File: src/hdl/uanorm_pkg.sv
// Shared types and constants for the UTF-8 normalizing word tokenizer.
// Used by uanorm_step, the top level and its checker; depends on nothing.
`default_nettype none

package uanorm_pkg;

    typedef enum logic [1:0] {
        KIND_BYTE      = 2'd0,
        KIND_TOKEN_END = 2'd1,
        KIND_DONE      = 2'd2,
        KIND_ERROR     = 2'd3
    } t_kind;

    typedef enum logic [1:0] {
        ERR_UTF8      = 2'd0,
        ERR_TOKENS    = 2'd1,
        ERR_WORKSPACE = 2'd2
    } t_err;

    localparam logic REG_TOKEN_LIMIT     = 1'b0;
    localparam logic REG_WORKSPACE_LIMIT = 1'b1;

    localparam logic [20:0] CP_DIAC_A_LO   = 21'h00064B;
    localparam logic [20:0] CP_DIAC_A_HI   = 21'h00065F;
    localparam logic [20:0] CP_DIAC_B_LO   = 21'h0006D6;
    localparam logic [20:0] CP_DIAC_B_HI   = 21'h0006ED;
    localparam logic [20:0] CP_ALEF_MADDA  = 21'h000622;
    localparam logic [20:0] CP_ALEF_HAMZA  = 21'h000623;
    localparam logic [20:0] CP_ALEF_BELOW  = 21'h000625;
    localparam logic [20:0] CP_ALEF_WASLA  = 21'h000671;
    localparam logic [20:0] CP_ALEF        = 21'h000627;
    localparam logic [20:0] CP_ALEF_MAKSRA = 21'h000649;
    localparam logic [20:0] CP_YEH         = 21'h00064A;
    localparam logic [20:0] CP_TEH_MARBUTA = 21'h000629;
    localparam logic [20:0] CP_HEH         = 21'h000647;

    typedef struct packed {
        logic [20:0] acc;
        logic [1:0]  pend;
        logic        in_tok;
        logic [15:0] wr_off;
        logic [15:0] tok_start;
        logic [15:0] tok_done;
        logic        failed;
    } t_state;

    // Every word that one input byte causes: written bytes, then an optional
    // token end, then an optional done word; an error word stands alone.
    typedef struct packed {
        logic [2:0]       cnt;
        logic [2:0]       nb;
        logic [3:0][7:0]  bytes;
        logic [15:0]      boff;
        logic             tend;
        logic [15:0]      tnum;
        logic [15:0]      toff;
        logic [15:0]      tlen;
        logic [15:0]      dcount;
        logic             err;
        t_err             ecode;
    } t_batch;

endpackage

`default_nettype wire

File: src/hdl/uanorm_step.sv
// Per-byte decode, normalize and tokenize logic of the tokenizer (combinational).
// Takes the stream state and one byte, gives the next state and the word batch.
// Depends on uanorm_pkg.
`default_nettype none

module uanorm_step import uanorm_pkg::*; (
    input  wire t_state      i_state,
    input  wire logic [7:0]  i_byte,
    input  wire logic        i_last,
    input  wire logic [15:0] i_tok_lim,
    input  wire logic [15:0] i_ws_lim,
    output t_state           o_state,
    output t_batch           o_batch
);

    function automatic logic [20:0] normalize(input logic [20:0] cp);
        logic [20:0] r;
        r = cp;
        if ((cp >= CP_DIAC_A_LO && cp <= CP_DIAC_A_HI) ||
            (cp >= CP_DIAC_B_LO && cp <= CP_DIAC_B_HI)) begin
            r = '0;
        end else if (cp == CP_ALEF_MADDA || cp == CP_ALEF_HAMZA ||
                     cp == CP_ALEF_BELOW || cp == CP_ALEF_WASLA) begin
            r = CP_ALEF;
        end else if (cp == CP_ALEF_MAKSRA) begin
            r = CP_YEH;
        end else if (cp == CP_TEH_MARBUTA) begin
            r = CP_HEH;
        end
        return r;
    endfunction

    function automatic logic is_delim(input logic [7:0] c);
        logic d;
        if (c <= 8'h20) begin
            d = 1'b1;
        end else begin
            case (c)
                ",", ".", ";", ":", "!", "?", "\"", "'", "(", ")", "[", "]",
                "{", "}", "-", "_", "/", "\\", "+", "=", "*", "&", "%", "$",
                "#", "@", "<", ">": d = 1'b1;
                default:             d = 1'b0;
            endcase
        end
        return d;
    endfunction

    always_comb begin
        t_state      m;
        t_batch      b;
        logic        err;
        t_err        ecode;
        logic        have_cp;
        logic [20:0] cp;
        logic [20:0] ncp;
        logic        delim;
        logic [2:0]  n;
        logic [3:0][7:0] enc;
        logic        close_now;
        logic [20:0] acc_new;

        m       = i_state;
        b       = '0;
        err     = 1'b0;
        ecode   = ERR_UTF8;
        have_cp = 1'b0;
        cp      = '0;
        delim   = 1'b0;
        n       = 3'd0;
        enc     = '0;
        acc_new = {i_state.acc[14:0], i_byte[5:0]};

        if (i_state.pend != 2'd0) begin
            if (i_byte[7:6] != 2'b10) begin
                err = 1'b1;
            end else begin
                m.acc  = acc_new;
                m.pend = i_state.pend - 2'd1;
                if (i_state.pend == 2'd1) begin
                    have_cp = 1'b1;
                    cp      = acc_new;
                end
            end
        end else if (i_byte[7] == 1'b0) begin
            have_cp = 1'b1;
            cp      = {13'd0, i_byte};
        end else if (i_byte[7:5] == 3'b110) begin
            m.acc  = {16'd0, i_byte[4:0]};
            m.pend = 2'd1;
        end else if (i_byte[7:4] == 4'b1110) begin
            m.acc  = {17'd0, i_byte[3:0]};
            m.pend = 2'd2;
        end else if (i_byte[7:3] == 5'b11110) begin
            m.acc  = {18'd0, i_byte[2:0]};
            m.pend = 2'd3;
        end else begin
            err = 1'b1;
        end

        ncp = normalize(cp);
        if (ncp < 21'h80) begin
            n   = 3'd1;
            enc[0] = ncp[7:0];
        end else if (ncp < 21'h800) begin
            n   = 3'd2;
            enc[0] = {3'b110, ncp[10:6]};
            enc[1] = {2'b10, ncp[5:0]};
        end else if (ncp < 21'h10000) begin
            n   = 3'd3;
            enc[0] = {4'b1110, ncp[15:12]};
            enc[1] = {2'b10, ncp[11:6]};
            enc[2] = {2'b10, ncp[5:0]};
        end else begin
            n   = 3'd4;
            enc[0] = {5'b11110, ncp[20:18]};
            enc[1] = {2'b10, ncp[17:12]};
            enc[2] = {2'b10, ncp[11:6]};
            enc[3] = {2'b10, ncp[5:0]};
        end

        if (!err && have_cp && ncp != 21'd0) begin
            if (ncp < 21'h80 && is_delim(ncp[7:0])) begin
                delim = 1'b1;
            end else if (!i_state.in_tok && i_state.tok_done >= i_tok_lim) begin
                err   = 1'b1;
                ecode = ERR_TOKENS;
            end else if (({1'b0, i_state.wr_off} + {14'd0, n}) > {1'b0, i_ws_lim}) begin
                err   = 1'b1;
                ecode = ERR_WORKSPACE;
            end else begin
                if (!i_state.in_tok) begin
                    m.tok_start = i_state.wr_off;
                end
                m.in_tok = 1'b1;
                m.wr_off = i_state.wr_off + {13'd0, n};
                b.nb     = n;
                b.bytes  = enc;
                b.boff   = i_state.wr_off;
            end
        end

        if (!err && i_last && m.pend != 2'd0) begin
            err   = 1'b1;
            ecode = ERR_UTF8;
        end

        close_now = !err && m.in_tok && (delim || i_last);

        if (i_state.failed) begin
            b       = '0;
            o_state = i_state;
            if (i_last) begin
                o_state = '0;
            end
        end else if (err) begin
            b        = '0;
            b.cnt    = 3'd1;
            b.err    = 1'b1;
            b.ecode  = ecode;
            o_state  = '0;
            o_state.failed = !i_last;
        end else begin
            b.tend   = close_now;
            b.tnum   = m.tok_done;
            b.toff   = m.tok_start;
            b.tlen   = m.wr_off - m.tok_start;
            b.dcount = m.tok_done + {15'd0, close_now};
            if (close_now) begin
                m.tok_done = m.tok_done + 16'd1;
                m.in_tok   = 1'b0;
            end
            b.cnt   = b.nb + {2'd0, close_now} + {2'd0, i_last};
            o_state = i_last ? t_state'('0) : m;
        end
        o_batch = b;
    end

endmodule

`default_nettype wire

File: src/hdl/utf8_arabic_normalizing_tokenizer.sv
// Streaming UTF-8 normalizer and word tokenizer with Arabic folding.
// Usage:
//   The input stream carries one raw UTF-8 byte per word in s_axis_tdata, with
//   s_axis_tlast on the last byte of the text. The output stream carries one
//   record per word: kind in m_axis_tuser, fields in m_axis_tdata, and
//   m_axis_tlast on the last record that one input byte causes. Normalized
//   bytes, token-end, done and error records come in stream order.
//   The limit registers are written through i_cfg_we/i_cfg_addr/i_cfg_wdata
//   by the user only while idle, unenforced by the block; both reset to 65535.
//   An accepted byte's first record is registered and valid in the next cycle.
//   A byte that causes several records holds the input until its last record
//   is taken, since the single record register delivers one record per cycle
//   when not stalled, and bytes of zero or one record flow at one byte per cycle.
//   When the receiver stalls, the record register holds its record and the
//   input is held off until the last record of the current byte is accepted.
//   Synchronous reset clears the decoder, token counters and the valid flag of the
//   record register and restores both limits.
// Depends on uanorm_pkg and uanorm_step.
`default_nettype none

module utf8_arabic_normalizing_tokenizer import uanorm_pkg::*; #(
    parameter int WORKSPACE_MAX = 65535,
    parameter int TOKEN_MAX     = 65535
) (
    input  wire logic        i_clk,
    input  wire logic        i_rst_n,
    input  wire logic        i_cfg_we,
    input  wire logic        i_cfg_addr,
    input  wire logic [15:0] i_cfg_wdata,
    input  wire logic        s_axis_tvalid,
    output logic             s_axis_tready,
    input  wire logic [7:0]  s_axis_tdata,   // [7:0] text_byte
    input  wire logic        s_axis_tlast,   // final_byte
    output logic             m_axis_tvalid,
    input  wire logic        m_axis_tready,
    // [7:0] out_byte, [23:8] byte_offset, [39:24] token_number,
    // [55:40] token_offset, [71:56] token_bytes, [73:72] error_code, [79:74] zero
    output logic [79:0]      m_axis_tdata,
    output logic [1:0]       m_axis_tuser,   // [1:0] record_kind
    output logic             m_axis_tlast    // run_end
);

    localparam logic [23:0] TokMaxC = 24'(TOKEN_MAX);
    localparam logic [23:0] WsMaxC  = 24'(WORKSPACE_MAX);

    logic [15:0] r_tok_lim;
    logic [15:0] r_ws_lim;
    t_state      r_state;
    t_state      n_state;
    t_batch      r_batch;
    t_batch      n_batch;
    logic        r_valid;
    logic [2:0]  r_idx;
    logic [15:0] eff_tok_lim;
    logic [15:0] eff_ws_lim;
    logic        last_rec;
    logic        out_take;
    logic        in_take;
    t_kind       kind;
    logic [7:0]  rec_byte;
    logic [15:0] rec_boff;

    assign eff_tok_lim = ({8'd0, r_tok_lim} < TokMaxC) ? r_tok_lim : TokMaxC[15:0];
    assign eff_ws_lim  = ({8'd0, r_ws_lim}  < WsMaxC)  ? r_ws_lim  : WsMaxC[15:0];

    uanorm_step u_step (
        .i_state   (r_state),
        .i_byte    (s_axis_tdata),
        .i_last    (s_axis_tlast),
        .i_tok_lim (eff_tok_lim),
        .i_ws_lim  (eff_ws_lim),
        .o_state   (n_state),
        .o_batch   (n_batch)
    );

    assign last_rec      = (r_idx == (r_batch.cnt - 3'd1));
    assign out_take      = r_valid && m_axis_tready;
    assign s_axis_tready = !r_valid || (m_axis_tready && last_rec);
    assign in_take       = s_axis_tvalid && s_axis_tready;

    always_ff @(posedge i_clk) begin
        if (!i_rst_n) begin
            r_tok_lim <= 16'hFFFF;
            r_ws_lim  <= 16'hFFFF;
            r_state   <= '0;
            r_valid   <= 1'b0;
            r_idx     <= '0;
        end else begin
            if (i_cfg_we) begin
                case (i_cfg_addr)
                    REG_TOKEN_LIMIT:     r_tok_lim <= i_cfg_wdata;
                    REG_WORKSPACE_LIMIT: r_ws_lim  <= i_cfg_wdata;
                    default:             r_tok_lim <= r_tok_lim;
                endcase
            end
            if (in_take) begin
                r_state <= n_state;
                r_valid <= (n_batch.cnt != 3'd0);
                r_idx   <= '0;
            end else if (out_take) begin
                if (last_rec) begin
                    r_valid <= 1'b0;
                end else begin
                    r_idx <= r_idx + 3'd1;
                end
            end
        end
    end

    always_ff @(posedge i_clk) begin
        if (in_take) begin
            r_batch <= n_batch;
        end
    end

    always_comb begin
        if (r_batch.err) begin
            kind = KIND_ERROR;
        end else if (r_idx < r_batch.nb) begin
            kind = KIND_BYTE;
        end else if (r_batch.tend && r_idx == r_batch.nb) begin
            kind = KIND_TOKEN_END;
        end else begin
            kind = KIND_DONE;
        end
    end

    assign rec_byte = r_batch.bytes[r_idx[1:0]];
    assign rec_boff = r_batch.boff + {14'd0, r_idx[1:0]};

    always_comb begin
        m_axis_tdata = '0;
        case (kind)
            KIND_BYTE: begin
                m_axis_tdata[7:0]  = rec_byte;
                m_axis_tdata[23:8] = rec_boff;
            end
            KIND_TOKEN_END: begin
                m_axis_tdata[39:24] = r_batch.tnum;
                m_axis_tdata[55:40] = r_batch.toff;
                m_axis_tdata[71:56] = r_batch.tlen;
            end
            KIND_DONE: begin
                m_axis_tdata[39:24] = r_batch.dcount;
            end
            KIND_ERROR: begin
                m_axis_tdata[73:72] = r_batch.ecode;
            end
            default: begin
                m_axis_tdata = '0;
            end
        endcase
    end

    assign m_axis_tvalid = r_valid;
    assign m_axis_tuser  = kind;
    assign m_axis_tlast  = last_rec;

endmodule

`default_nettype wire

File: config.mk
export PLATFORM = sky130hd
export DESIGN_NAME = utf8_arabic_normalizing_tokenizer
export DESIGN_NICKNAME = d
export VERILOG_FILES = /design/src/hdl/uanorm_pkg.sv /design/src/hdl/uanorm_step.sv /design/src/hdl/utf8_arabic_normalizing_tokenizer.sv
export SDC_FILE = /design/constraint.sdc
export NUM_CORES = 1
export LEC_CHECK = 0
export BUFFER_PORTS_ARGS = -buffer_cell sky130_fd_sc_hd__buf_2
export CAP_MARGIN = 5
export CORE_ASPECT_RATIO = 0.75
export CORE_MARGIN = 2
export CORE_UTILIZATION = 44
export CTS_CLUSTER_DIAMETER = 50
export DETAILED_ROUTE_END_ITERATION = 12
export PLACE_DENSITY = 0.73
export SLEW_MARGIN = 20
export SYNTH_ARGS = -nofsm -noshare
export SYNTH_HDL_FRONTEND = slang
export SYNTH_SLANG_ARGS = --single-unit
File: constraint.sdc
create_clock -name i_clk -period 14.05 [get_ports i_clk]
set_clock_uncertainty 0.05 [all_clocks]
set_input_delay 0.7025 -clock i_clk [delete_from_list [all_inputs] [get_ports i_clk]]
set_output_delay 0.7025 -clock i_clk [all_outputs]
set_load 0.01 [all_outputs]
# --- Word level (Yosys, flattened, before mapping) ---
# Memory sizes are Yosys's and may differ from the RTL's.
# Cells that the tools add are included.
word_totals:
  ff_bits: 225
  romBits: 128
  inputBits: 31
  output_inout_bits: 85
  word_cells: 210
  mem_count: 1
mem_list:
  columns: ["memory", "depth", "word_bits", "read_ports", "rd_ports_with_merged_regs", "wr", "line_no", "text"]
  rows:
  - ["(name not given)", 128, 1, 1, 0, 0, "uanorm_step.sv:38", "case (c)"]
classes:
  addsub: 11
  order_cmp: 14
  eq_ne: 18
  mux: 82
  n_bitwise: 5
  reduce_logical: 51
op_table:
  columns: ["op", "count"]
  rows:
  - ["2-to-1 mux 67 bit", 4]
  - ["2-to-1 mux 51 bit", 5]
  - ["2-to-1 mux 21 bit", 7]
  - ["2-to-1 mux 33 bit", 4]
  - ["== test 21 x 11 -> 1 bit, second input constant", 6]
  - ["2-to-1 mux 122 bit", 1]
  - ["2-to-1 mux 17 bit", 6]
  - ["2-to-1 mux 16 bit", 6]
  - ["2-to-1 mux 65 bit", 1]
  - ["2-to-1 mux 24 bit", 2]
  - ["greater-or-equal comparator 21 x 11 -> 1 bit, second input constant", 2]
  - ["less-or-equal comparator 21 x 11 -> 1 bit, second input constant", 2]
  - ["less-than comparator 16 bit, second input constant", 2]
  - ["2-to-1 mux 32 bit", 1]
  - ["one-hot mux 16 bit (2 select lines)", 1]
  - ["2-to-1 mux 1 bit", 24]
  - ["2-to-1 mux 8 bit", 3]
  - ["2-to-1 mux 22 bit", 1]
  - ["less-than comparator 21 x 12 -> 1 bit, second input constant", 1]
  - ["less-than comparator 21 x 17 -> 1 bit, second input constant", 1]
  - ["less-than comparator 21 x 8 -> 1 bit, second input constant", 1]
  - ["nonzero test 21 bit", 1]
  - ["2-to-1 mux 2 bit", 9]
  - ["adder 16 x 3 -> 17 bit", 1]
  - ["other kinds (43)", 89]

# --- Logic depth before layout (Yosys ltp) ---
# Gate-level depths: netlist of run 1.
logic_depth:
  depth_word: 33
  depth_mapped: 47
  mapped_depth_nobuf: 41

# --- Cells and area by module ---
# Synthesis of run 1 repeated with hierarchy kept, for this count alone.
unflattened:
  cells_unflattened: 1835
  hier_area_um2: 15287.2
by_module_without_submodules:
  columns: ["mod", "n_inst", "cells_each", "area_per_inst_um2"]
  rows:
  - ["utf8_arabic_normalizing_tokenizer", 1, 833, 9200.1]
  - ["uanorm_step", 1, 1002, 6087.1]

# --- Worst setup path after synthesis of run 1 ---
# OpenSTA, ideal clock, no wires.
synth_path:
  path_type: "input -> register"
  start: "input port s_axis_tdata[6]"
  end: "register r_batch[33] (netlist bit) (data pin)"
  setup_ns: 0.270
  arrival_ns: 8.786
  slack_ns: 4.944
  cell_stages: 42
  path_buffers: 5
  path_cell_list: "buf_6 -> nand4bb_4 -> or3_4 -> nor4_1 -> o211ai_1 -> a21boi_2 -> clkbuf_1 -> a21oi_1 -> nor2_1 -> ha_1 -> a21o_1 -> a21oi_1 -> nor3_1 -> and3_1 -> nand3_1 -> or2_2 -> xnor2_1 -> ha_1 -> [6 not listed] -> clkbuf_1 -> a2111oi_2 -> buf_4 -> buf_6 -> mux2i_1 -> inv_1 -> ha_1 -> fa_1 -> nor2b_1 -> o21ai_0 -> a21oi_1 -> o21ai_0 -> a21oi_1 -> o21ai_0 -> a21o_1 -> a21oi_1 -> mux2i_1 -> a31oi_1"
synth_via:
  elab_chain_len: 24
synth_lines:
  columns: ["element", "line_no", "text"]
  rows:
  - ["start, declared", "utf8_arabic_normalizing_tokenizer.sv:32", "input wire logic [7:0] s_axis_tdata,"]
  - ["parallel branches: the longest is 24 deep, another holds greater-or-equal comparator 21 x 11 -> 1 bit", null, null]
  - ["end signal, assigned", "utf8_arabic_normalizing_tokenizer.sv:112", "r_batch <= n_batch;"]
  - ["end, declared", "utf8_arabic_normalizing_tokenizer.sv:50", "t_batch r_batch;"]
# Several ways; the timed one is not identified. The select of a mux whose other input is x is not followed.
# A chain may end at the register's enable or synchronous reset.

# --- Final worst setup path of run 1 ---
layout_path:
  start: "register r_state[50] (netlist bit)"
  end: "register r_batch[34] (netlist bit) (data pin)"
layout_via:
  elab_chain_len: 25
layout_lines:
  columns: ["element", "line_no", "text"]
  rows:
  - ["start, declared", "utf8_arabic_normalizing_tokenizer.sv:48", "t_state r_state;"]
  - ["start signal, assigned", "utf8_arabic_normalizing_tokenizer.sv:97", "r_state <= n_state;"]
  - ["parallel branches: the longest is 25 deep, another holds greater-or-equal comparator 21 x 11 -> 1 bit", null, null]
# Several ways; the timed one is not identified. The select of a mux whose other input is x is not followed.

==> impl_results.md, run 1 <==
* Relative slew slack at 0.303
* EDFF count, synth at 119
* Crit path DAT at 11.26 ns
* DRC at 0
* CP Buf/Inv Count at 5
* Ys flop type: edfxtp_1
* Num CTS Buffers at 25
* DP Cell Count at 1859
* Pwr per Cell Area at 107 nW/um^2
* Crit path kind: reg2reg
* Crit-path max FO at 19
* Setup Buffers After CTS at 0
* Area of the multi-input gates at 7130 sq um
* GRT overflow at 0
* Routed len/inst at 18.6 um
* Top cell family by delay on the critical path: compound AO/OA/AOI/OAI gates
* Drt first pass iters at 5
* Crit start category: flip-flop
* YS warnings at 0
* Final-report hold violation count at 0
* Post-layout minimum cycle time at 11.03 ns
* Register area at 5640 sq um
* Status: complete, no violations
* Placed Area at 14200 sq um
* CTS tree: yes
* Clock Sinks at 222
* Antenna violations before repair at 0
* Ratio of cells with drive above 1 in the final layout at 0.146
* I/O pin count at 116
* First-pass GRT wire length at 55.9 mm
* Area delta synth->final at 11.6%
* Sum Neg Setup Slack at 0 ns
* Leakage at 6.29 nW
* Fin worst setup slack at 3.02 ns
* Layout fillers at 2818
* Gate Count Post-Synth at 1442
* Worst-Margin Slew at 1.04 ns
* Peak VDD IR at 0.0679 mV
* Fin util at 0.499
* CP required at 14.28 ns
* Synthesized area at 13500 sq um
* Clock Path Buffers at 3
* Hold crit path type: in2reg
* Fin. max-slew vios at 0
* Mean number of vias per cell at 5.70
* Gp weighted congestion at 0.924
* Starting density of the core at 0.448
* Net count, final at 1588
* Fin crit share at 0.785
* Die area at 32100 sq um
* H-tree depth at 1
* Slowest-stage cell, CP: a21boi_2
* Vias in the first global route at 10000
* Root Buffer: clkbuf_16
* Setup WS pre-CTS at 3.14 ns
* Sequential cell area fraction in the yosys report at 0.418
* Final instance area at 15000 sq um
* CORE AREA at 30100 sq um
* Die Y at 156 um
* RSZ-0062 raised after global routing: no
* Port bufs at 109
* Syn Area/Cell at 9.35 sq um
* Vias at 10900
* Flops & latches, synth at 222
* Die width at 206 um
* Pin count of the biggest net entering global routing at 65
* Cell variety after synth at 84
* Dpl hpwl at 26.0 mm
* Row cnt at 55
* FMAX at 90.6 MHz
* Max-cap violations at 0
* Ys async rst share at 0
* Clock slew at reported path FFs at 0.06 ns
* ANT cells at 0
* Final Setup Violations at 0
* Worst path max stage delay at 0.56 ns
* Total GRT Usage at 0.220
* # hold bufs at CTS at 0
* Final instance count without filler cells at 1905
* Initial DRC count at 998
* CTS resizes at 0
* Worst skew pair latency at 0.53 ns
* CP Capture Type: flip-flop
* Antenna-violating nets left at 0
* Routed Wire Length at 35.5 mm
cell usage after synthesis (all sizes together) (16+ instances only):
cell / n / area (sq um)
a21oi: 65 / 340
a22oi: 25 / 201
a2bb2oi: 16 / 140
a31oi: 36 / 360
and2: 100 / 626
and3: 27 / 169
buf: 30 / 191
clkbuf: 79 / 297
dfxtp: 103 / 2060
edfxtp: 119 / 3570
ha: 66 / 826
inv: 78 / 293
mux2i: 23 / 230
nand2: 116 / 435
nand3: 40 / 205
nor2: 139 / 522
nor2b: 32 / 200
nor3: 26 / 135
o211ai: 36 / 270
o21ai: 51 / 259
xnor2: 45 / 394
xor2: 23 / 201
worst reg2reg max path, delay by kind of cell, from the launching register on:
kind	cells	cell delay [ns]
AOI/OAI and AO/OA	17	4.78
and+or+nand+nor	11	2.17
buffers and inverters	5	1.39
adders and majority gates	4	1.23
muxes	1	0.43
DFF	1	0.39
xor gates and xnor gates	2	0.31
through the flow:
step           hold slack, ns  power, W
2_1_floorplan           0.405  0.000899
3_3_place_gp            0.416  0.000963
3_5_place_dp            0.426  0.000967
4_1_cts                 0.365   0.00162
5_1_grt                 0.379   0.00167
6_report                0.366   0.00161
registers in the layout, indices dropped and copies added, names as in the netlist:
name and count:
r_state 67, r_tok_lim 16, r_idx 3, m_axis_tvalid 1, r_ws_lim 16, r_batch 119
path summary, 6_finish.rpt:
| check | from | endpoint | slack (ns) | cells after the start |
|---|---|---|---|---|
| setup reg to reg | r_state[50]$_SDFFE_PN0P_ | r_batch[34]$_SDFFCE_PP0P_ | 3.02 | 40 |
| hold reg to reg | r_state[31]$_SDFFE_PN0P_ | r_state[31]$_SDFFE_PN0P_ | 0.44 | 2 |
| setup / recovery | r_state[50]$_SDFFE_PN0P_ | r_batch[34]$_SDFFCE_PP0P_ | 3.02 | 40 |
| hold / removal | i_cfg_wdata[4] | r_ws_lim[4]$_SDFFE_PN1P_ | 0.37 | 3 |
report_power, final:
group,leakage (nW),total [W],internal (W),switching [W]
Sequential,2.03,0.000737,0.000722,0.0000147
Clock,0.406,0.000660,0.000393,0.000267
Combinational,3.86,0.000218,0.0000727,0.000145
Total,6.29,0.00161,0.00119,0.000426
cells by family after synthesis:
group / share of synthesized area
flip-flops: 0.418
XOR/XNOR: 0.0458
buffers and inverters: 0.0582
multiplexers: 0.0304
AND/OR/NAND/NOR: 0.205
adder cells (fa/ha/maj): 0.0672
AO/OA/AOI/OAI: 0.175
other: 0.000278
layout make-up:
class | instances | share of cell area
Clock inverter | 13 | 0.00890
Timing Repair Buffer | 122 | 0.0427
Inverter | 79 | 0.0199
Tap cell | 399 | 0.0332
Clock buffer | 33 | 0.0471
Sequential cell | 222 | 0.374
Multi-Input combinational cell | 1037 | 0.474
layer usage:
metal,vias up,share of wire,global-route usage
met5,-,0,0
li1,5249,-,-
met2,438,0.41,0.318
met3,47,0.078,0.0294
met1,5132,0.49,0.346
met4,0,0.019,0.0446
layout by cell type (no fill, tap or decap), types with 24 or more instances in the layout:
master,instances
nor3_1,24
dfxtp_1,103
nand3_1,39
buf_2,109
xnor2_1,45
and3_1,27
nor2b_1,31
a22oi_1,24
and2_1,100
nor2_1,139
edfxtp_1,119
inv_1,78
a21oi_1,63
a31oi_1,27
ha_1,66
clkbuf_16,26
o21ai_0,47
o211ai_1,36
nand2_1,116
Power figures use the tool's default switching activity.
==> inputs of run 2 (changes only) <==
- ABC_AREA: not set -> 1
- clock period: 14.05 -> 10.3 ns (I/O delays scaled with it)
==> impl_results.md, run 2 <==
* Clock slew at reported path FFs at 0.06 ns (about the same)
* Most frequent cells in the layout: nand2_1 (488), inv_1 (285), nor2_1 (263) (was nor2_1 (139), edfxtp_1 (119), nand2_1 (116))
* Routed len/inst at 15.6 um (was 18.6 um)
* Commonest non-fill, non-tap cell in the layout: nand2_1 (was nor2_1)
* DP Cell Count at 2490 (was 1859)
* Starting density of the core at 0.444 (was 0.448)
* Cells on worst reg2reg path at 65 (was 40)
* Syn Area/Cell at 7.13 sq um (was 9.35 sq um)
* Crit start category: flip-flop (unchanged)
* Fin util at 0.499 (about the same)
* Regs by FF count: r_batch: 119 flops, r_state: 67 flops (unchanged)
* Final instance count without filler cells at 2546 (was 1905)
* Vias at 13400 (was 10900)
* Root Buffer: clkbuf_16 (unchanged)
* Ys flop type: edfxtp_1 (unchanged)
* Antenna-violating nets left at 0 (unchanged)
* CORE AREA at 32200 sq um (was 30100 sq um)
* Crit. path cell count at 65 (was 40)
* First-pass GRT wire length at 63.3 mm (was 55.9 mm)
* Vias in the first global route at 12200 (was 10000)
* Clock Path Buffers at 3 (unchanged)
* Final-report hold violation count at 0 (unchanged)
* Synth top cells by count: nand2_1 (488), inv_1 (287), nor2_1 (265) (was nor2_1 (139), edfxtp_1 (119), nand2_1 (116))
* Final instance area at 16100 sq um (was 15000 sq um)
* Dominant cell type by area after synthesis: edfxtp_1 (unchanged)
* Dpl hpwl at 29.7 mm (was 26.0 mm)
* RSZ-0062 raised after global routing: no (unchanged)
* Worst Setup EP: r_batch[30]$_SDFFCE_PP0P_ (was r_batch[34]$_SDFFCE_PP0P_)
* Pin count of the biggest net entering global routing at 75 (was 65)
* Worst-Margin Slew at 0.948 ns (was 1.04 ns)
* Worst skew pair latency at 0.54 ns (was 0.53 ns)
* CP most frequent cell: nand2_1
* DRC at 0 (unchanged)
* Area delta synth->final at 12.4% (was 11.6%)
* End of the worst register-to-register path: r_batch[30]$_SDFFCE_PP0P_ (was r_batch[34]$_SDFFCE_PP0P_)
* Fin crit share at 0.912 (was 0.785)
* Gate Count Post-Synth at 2003 (was 1442)
* Num CTS Buffers at 25 (unchanged)
* Largest reg by FF count: r_batch (unchanged)
* Post-layout minimum cycle time at 9.39 ns (was 11.03 ns)
* Max reg flops at 119 (unchanged)
* Status: complete, no violations (unchanged)
* Die width at 212 um (was 206 um)
* Placed Area at 15100 sq um (was 14200 sq um)
* Die area at 33900 sq um (was 32100 sq um)
* Worst path max stage delay at 0.41 ns (was 0.56 ns)
* Top cell type's share of synthesized area at 0.250 (was 0.265)
* Crit path launch: r_state[51]$_SDFFE_PN0P_ (was r_state[50]$_SDFFE_PN0P_)
* Fin. max-slew vios at 0 (unchanged)
* FMAX at 106 MHz (was 90.6 MHz)
* Ratio of cells with drive above 1 in the final layout at 0.107 (was 0.146)
* Net count, final at 2186 (was 1588)
* Hold crit path type: in2reg (unchanged)
* I/O pin count at 116 (unchanged)
* Row cnt at 57 (was 55)
* R2R Path Start: r_state[51]$_SDFFE_PN0P_ (was r_state[50]$_SDFFE_PN0P_)
* Drt first pass iters at 6 (was 5)
* CP Capture Type: flip-flop (unchanged)
* Synthesized area at 14300 sq um (was 13500 sq um)
* Ys async rst share at 0 (unchanged)
* Mean number of vias per cell at 5.28 (was 5.70)
* Pwr per Cell Area at 151 nW/um^2 (was 107 nW/um^2)
* Slowest-stage cell, CP: fa_1 (was a21boi_2)
* Clock Sinks at 222 (unchanged)
* Initial DRC count at 1186 (was 998)
* Relative slew slack at 0.366 (was 0.303)
* CTS tree: yes (unchanged)
* GRT overflow at 0 (unchanged)
* Most common cell in the synthesized netlist: nand2_1 (was nor2_1)
* Antenna violations before repair at 1 (was 0)
* Routed Wire Length at 39.8 mm (was 35.5 mm)
* Cell variety after synth at 53 (was 84)
* EDFF count, synth at 119 (unchanged)
* Final Setup Violations at 0 (unchanged)
* ANT cells at 0 (unchanged)
* Port bufs at 109 (unchanged)
* Setup WS pre-CTS at 0.513 ns (was 3.14 ns)
* Total GRT Usage at 0.231 (was 0.220)
* Leakage at 7.58 nW (was 6.29 nW)
* Gp weighted congestion at 0.933 (was 0.924)
* Die Y at 160 um (was 156 um)
* Reg2reg setup slack at 0.91 ns (was 3.02 ns)
* Crit-path max FO at 27 (was 19)
* Crit path kind: reg2reg (unchanged)
* Sum Neg Setup Slack at 0 ns (unchanged)
* Crit path DAT at 9.62 ns (was 11.26 ns)
* Peak VDD IR at 0.119 mV (was 0.0679 mV)
* Top cells by area, synth: edfxtp_1 (25%), dfxtp_1 (14%), nand2_1 (13%), inv_1 (7.5%), nor2_1 (7.0%) (was edfxtp_1 (26%), dfxtp_1 (15%), ha_1 (6.1%), and2_1 (4.6%), nor2_1 (3.9%))
* CP Buf/Inv Count at 11 (was 5)
* Flops & latches, synth at 222 (unchanged)
* H-tree depth at 1 (unchanged)
* CP required at 10.53 ns (was 14.28 ns)
* Fin worst setup slack at 0.908 ns (was 3.02 ns)
* Sequential cell area fraction in the yosys report at 0.395 (was 0.418)
* Max-cap violations at 0 (unchanged)
* Top cell family by delay on the critical path: simple AND/OR/NAND/NOR gates (was compound AO/OA/AOI/OAI gates)
* YS warnings at 0 (unchanged)
## run 2: cell types whose count changed after synthesis, moves of 42 or more
cell,before,now
xnor2_1,45,3
nand2_1,116,488
nor2_1,139,265
and2_1,100,1
o21ai_0,47,126
nand3_1,39,93
inv_1,78,287
a21oi_1,63,149
## run 2: worst min-delay path by stage
stage,start,to,cells after the start
after floorplan,r_ws_lim[0]$_SDFFE_PN1P_,r_ws_lim[0]$_SDFFE_PN1P_,2
after global placement,r_state[22]$_SDFFE_PN0P_,r_state[22]$_SDFFE_PN0P_,2
after detailed placement,r_state[17]$_SDFFE_PN0P_,r_state[17]$_SDFFE_PN0P_,2
after CTS,i_cfg_wdata[0],r_ws_lim[0]$_SDFFE_PN1P_,3
after global routing,i_cfg_wdata[0],r_tok_lim[0]$_SDFFE_PN1P_,3
final,i_cfg_wdata[0],r_ws_lim[0]$_SDFFE_PN1P_,3
## run 2: metal layers
| layer | wire length (um) | track usage | up-vias |
|---|---|---|---|
| met2 | 16500 | 0.335 | 481 |
| li1 | - | - | 6684 |
| met1 | 19400 | 0.353 | 6224 |
| met5 | 7 | 0 | - |
| met3 | 3030 | 0.0374 | 55 |
| met4 | 906 | 0.0602 | 2 |
## run 2: what timing repair did
item / in CTS / in global routing
gates resized for setup: 0 / 11
buffers inserted: 0 / 10
setup endpoints to repair: 0 / 18
hold buffers: 0 / 0
## run 2: per-stage QoR
stage	total power, W	hold WS, ns
floorplan	0.00139	0.390
global placement	0.00153	0.402
detailed placement	0.00154	0.409
CTS	0.00243	0.125
global route	0.00253	0.158
finish	0.00242	0.142
## run 2: cell type report
type,count,area (sq um)
fillers,3191,16100
multi-input cells,1411,7220
flip-flops and latches,222,5640
inverters,295,1110
repair buffers,130,711
clock buffers,31,669
well taps,442,553
clock inverters,15,151
## run 2: cell families after synthesis
logic type	count (synthesis)	share of synthesized area
other cells	1	0.000263
fa+ha+maj	70	0.0634
compound gates	348	0.135
xor+xnor	24	0.0147
flops	222	0.395
simple gates	963	0.288
buf+inv	375	0.104
## run 2: worst register-to-register path: cells and delay by family, from the launching register on
family | cells | cell delay [ns]
AOI/OAI and AO/OA | 11 | 1.42
xor gates and xnor gates | 1 | 0.22
adders and majority gates | 5 | 1.48
buffers and inverters | 11 | 1.27
DFF | 1 | 0.33
and+or+nand+nor | 37 | 4.39
## run 2: where the power goes
part | leakage [nW] | switching (W) | total, W | internal [W]
logic | 5.15 | 0.000333 | 0.000477 | 0.000144
clock network | 0.402 | 0.000377 | 0.000894 | 0.000517
registers | 2.03 | 0.0000368 | 0.00105 | 0.00101
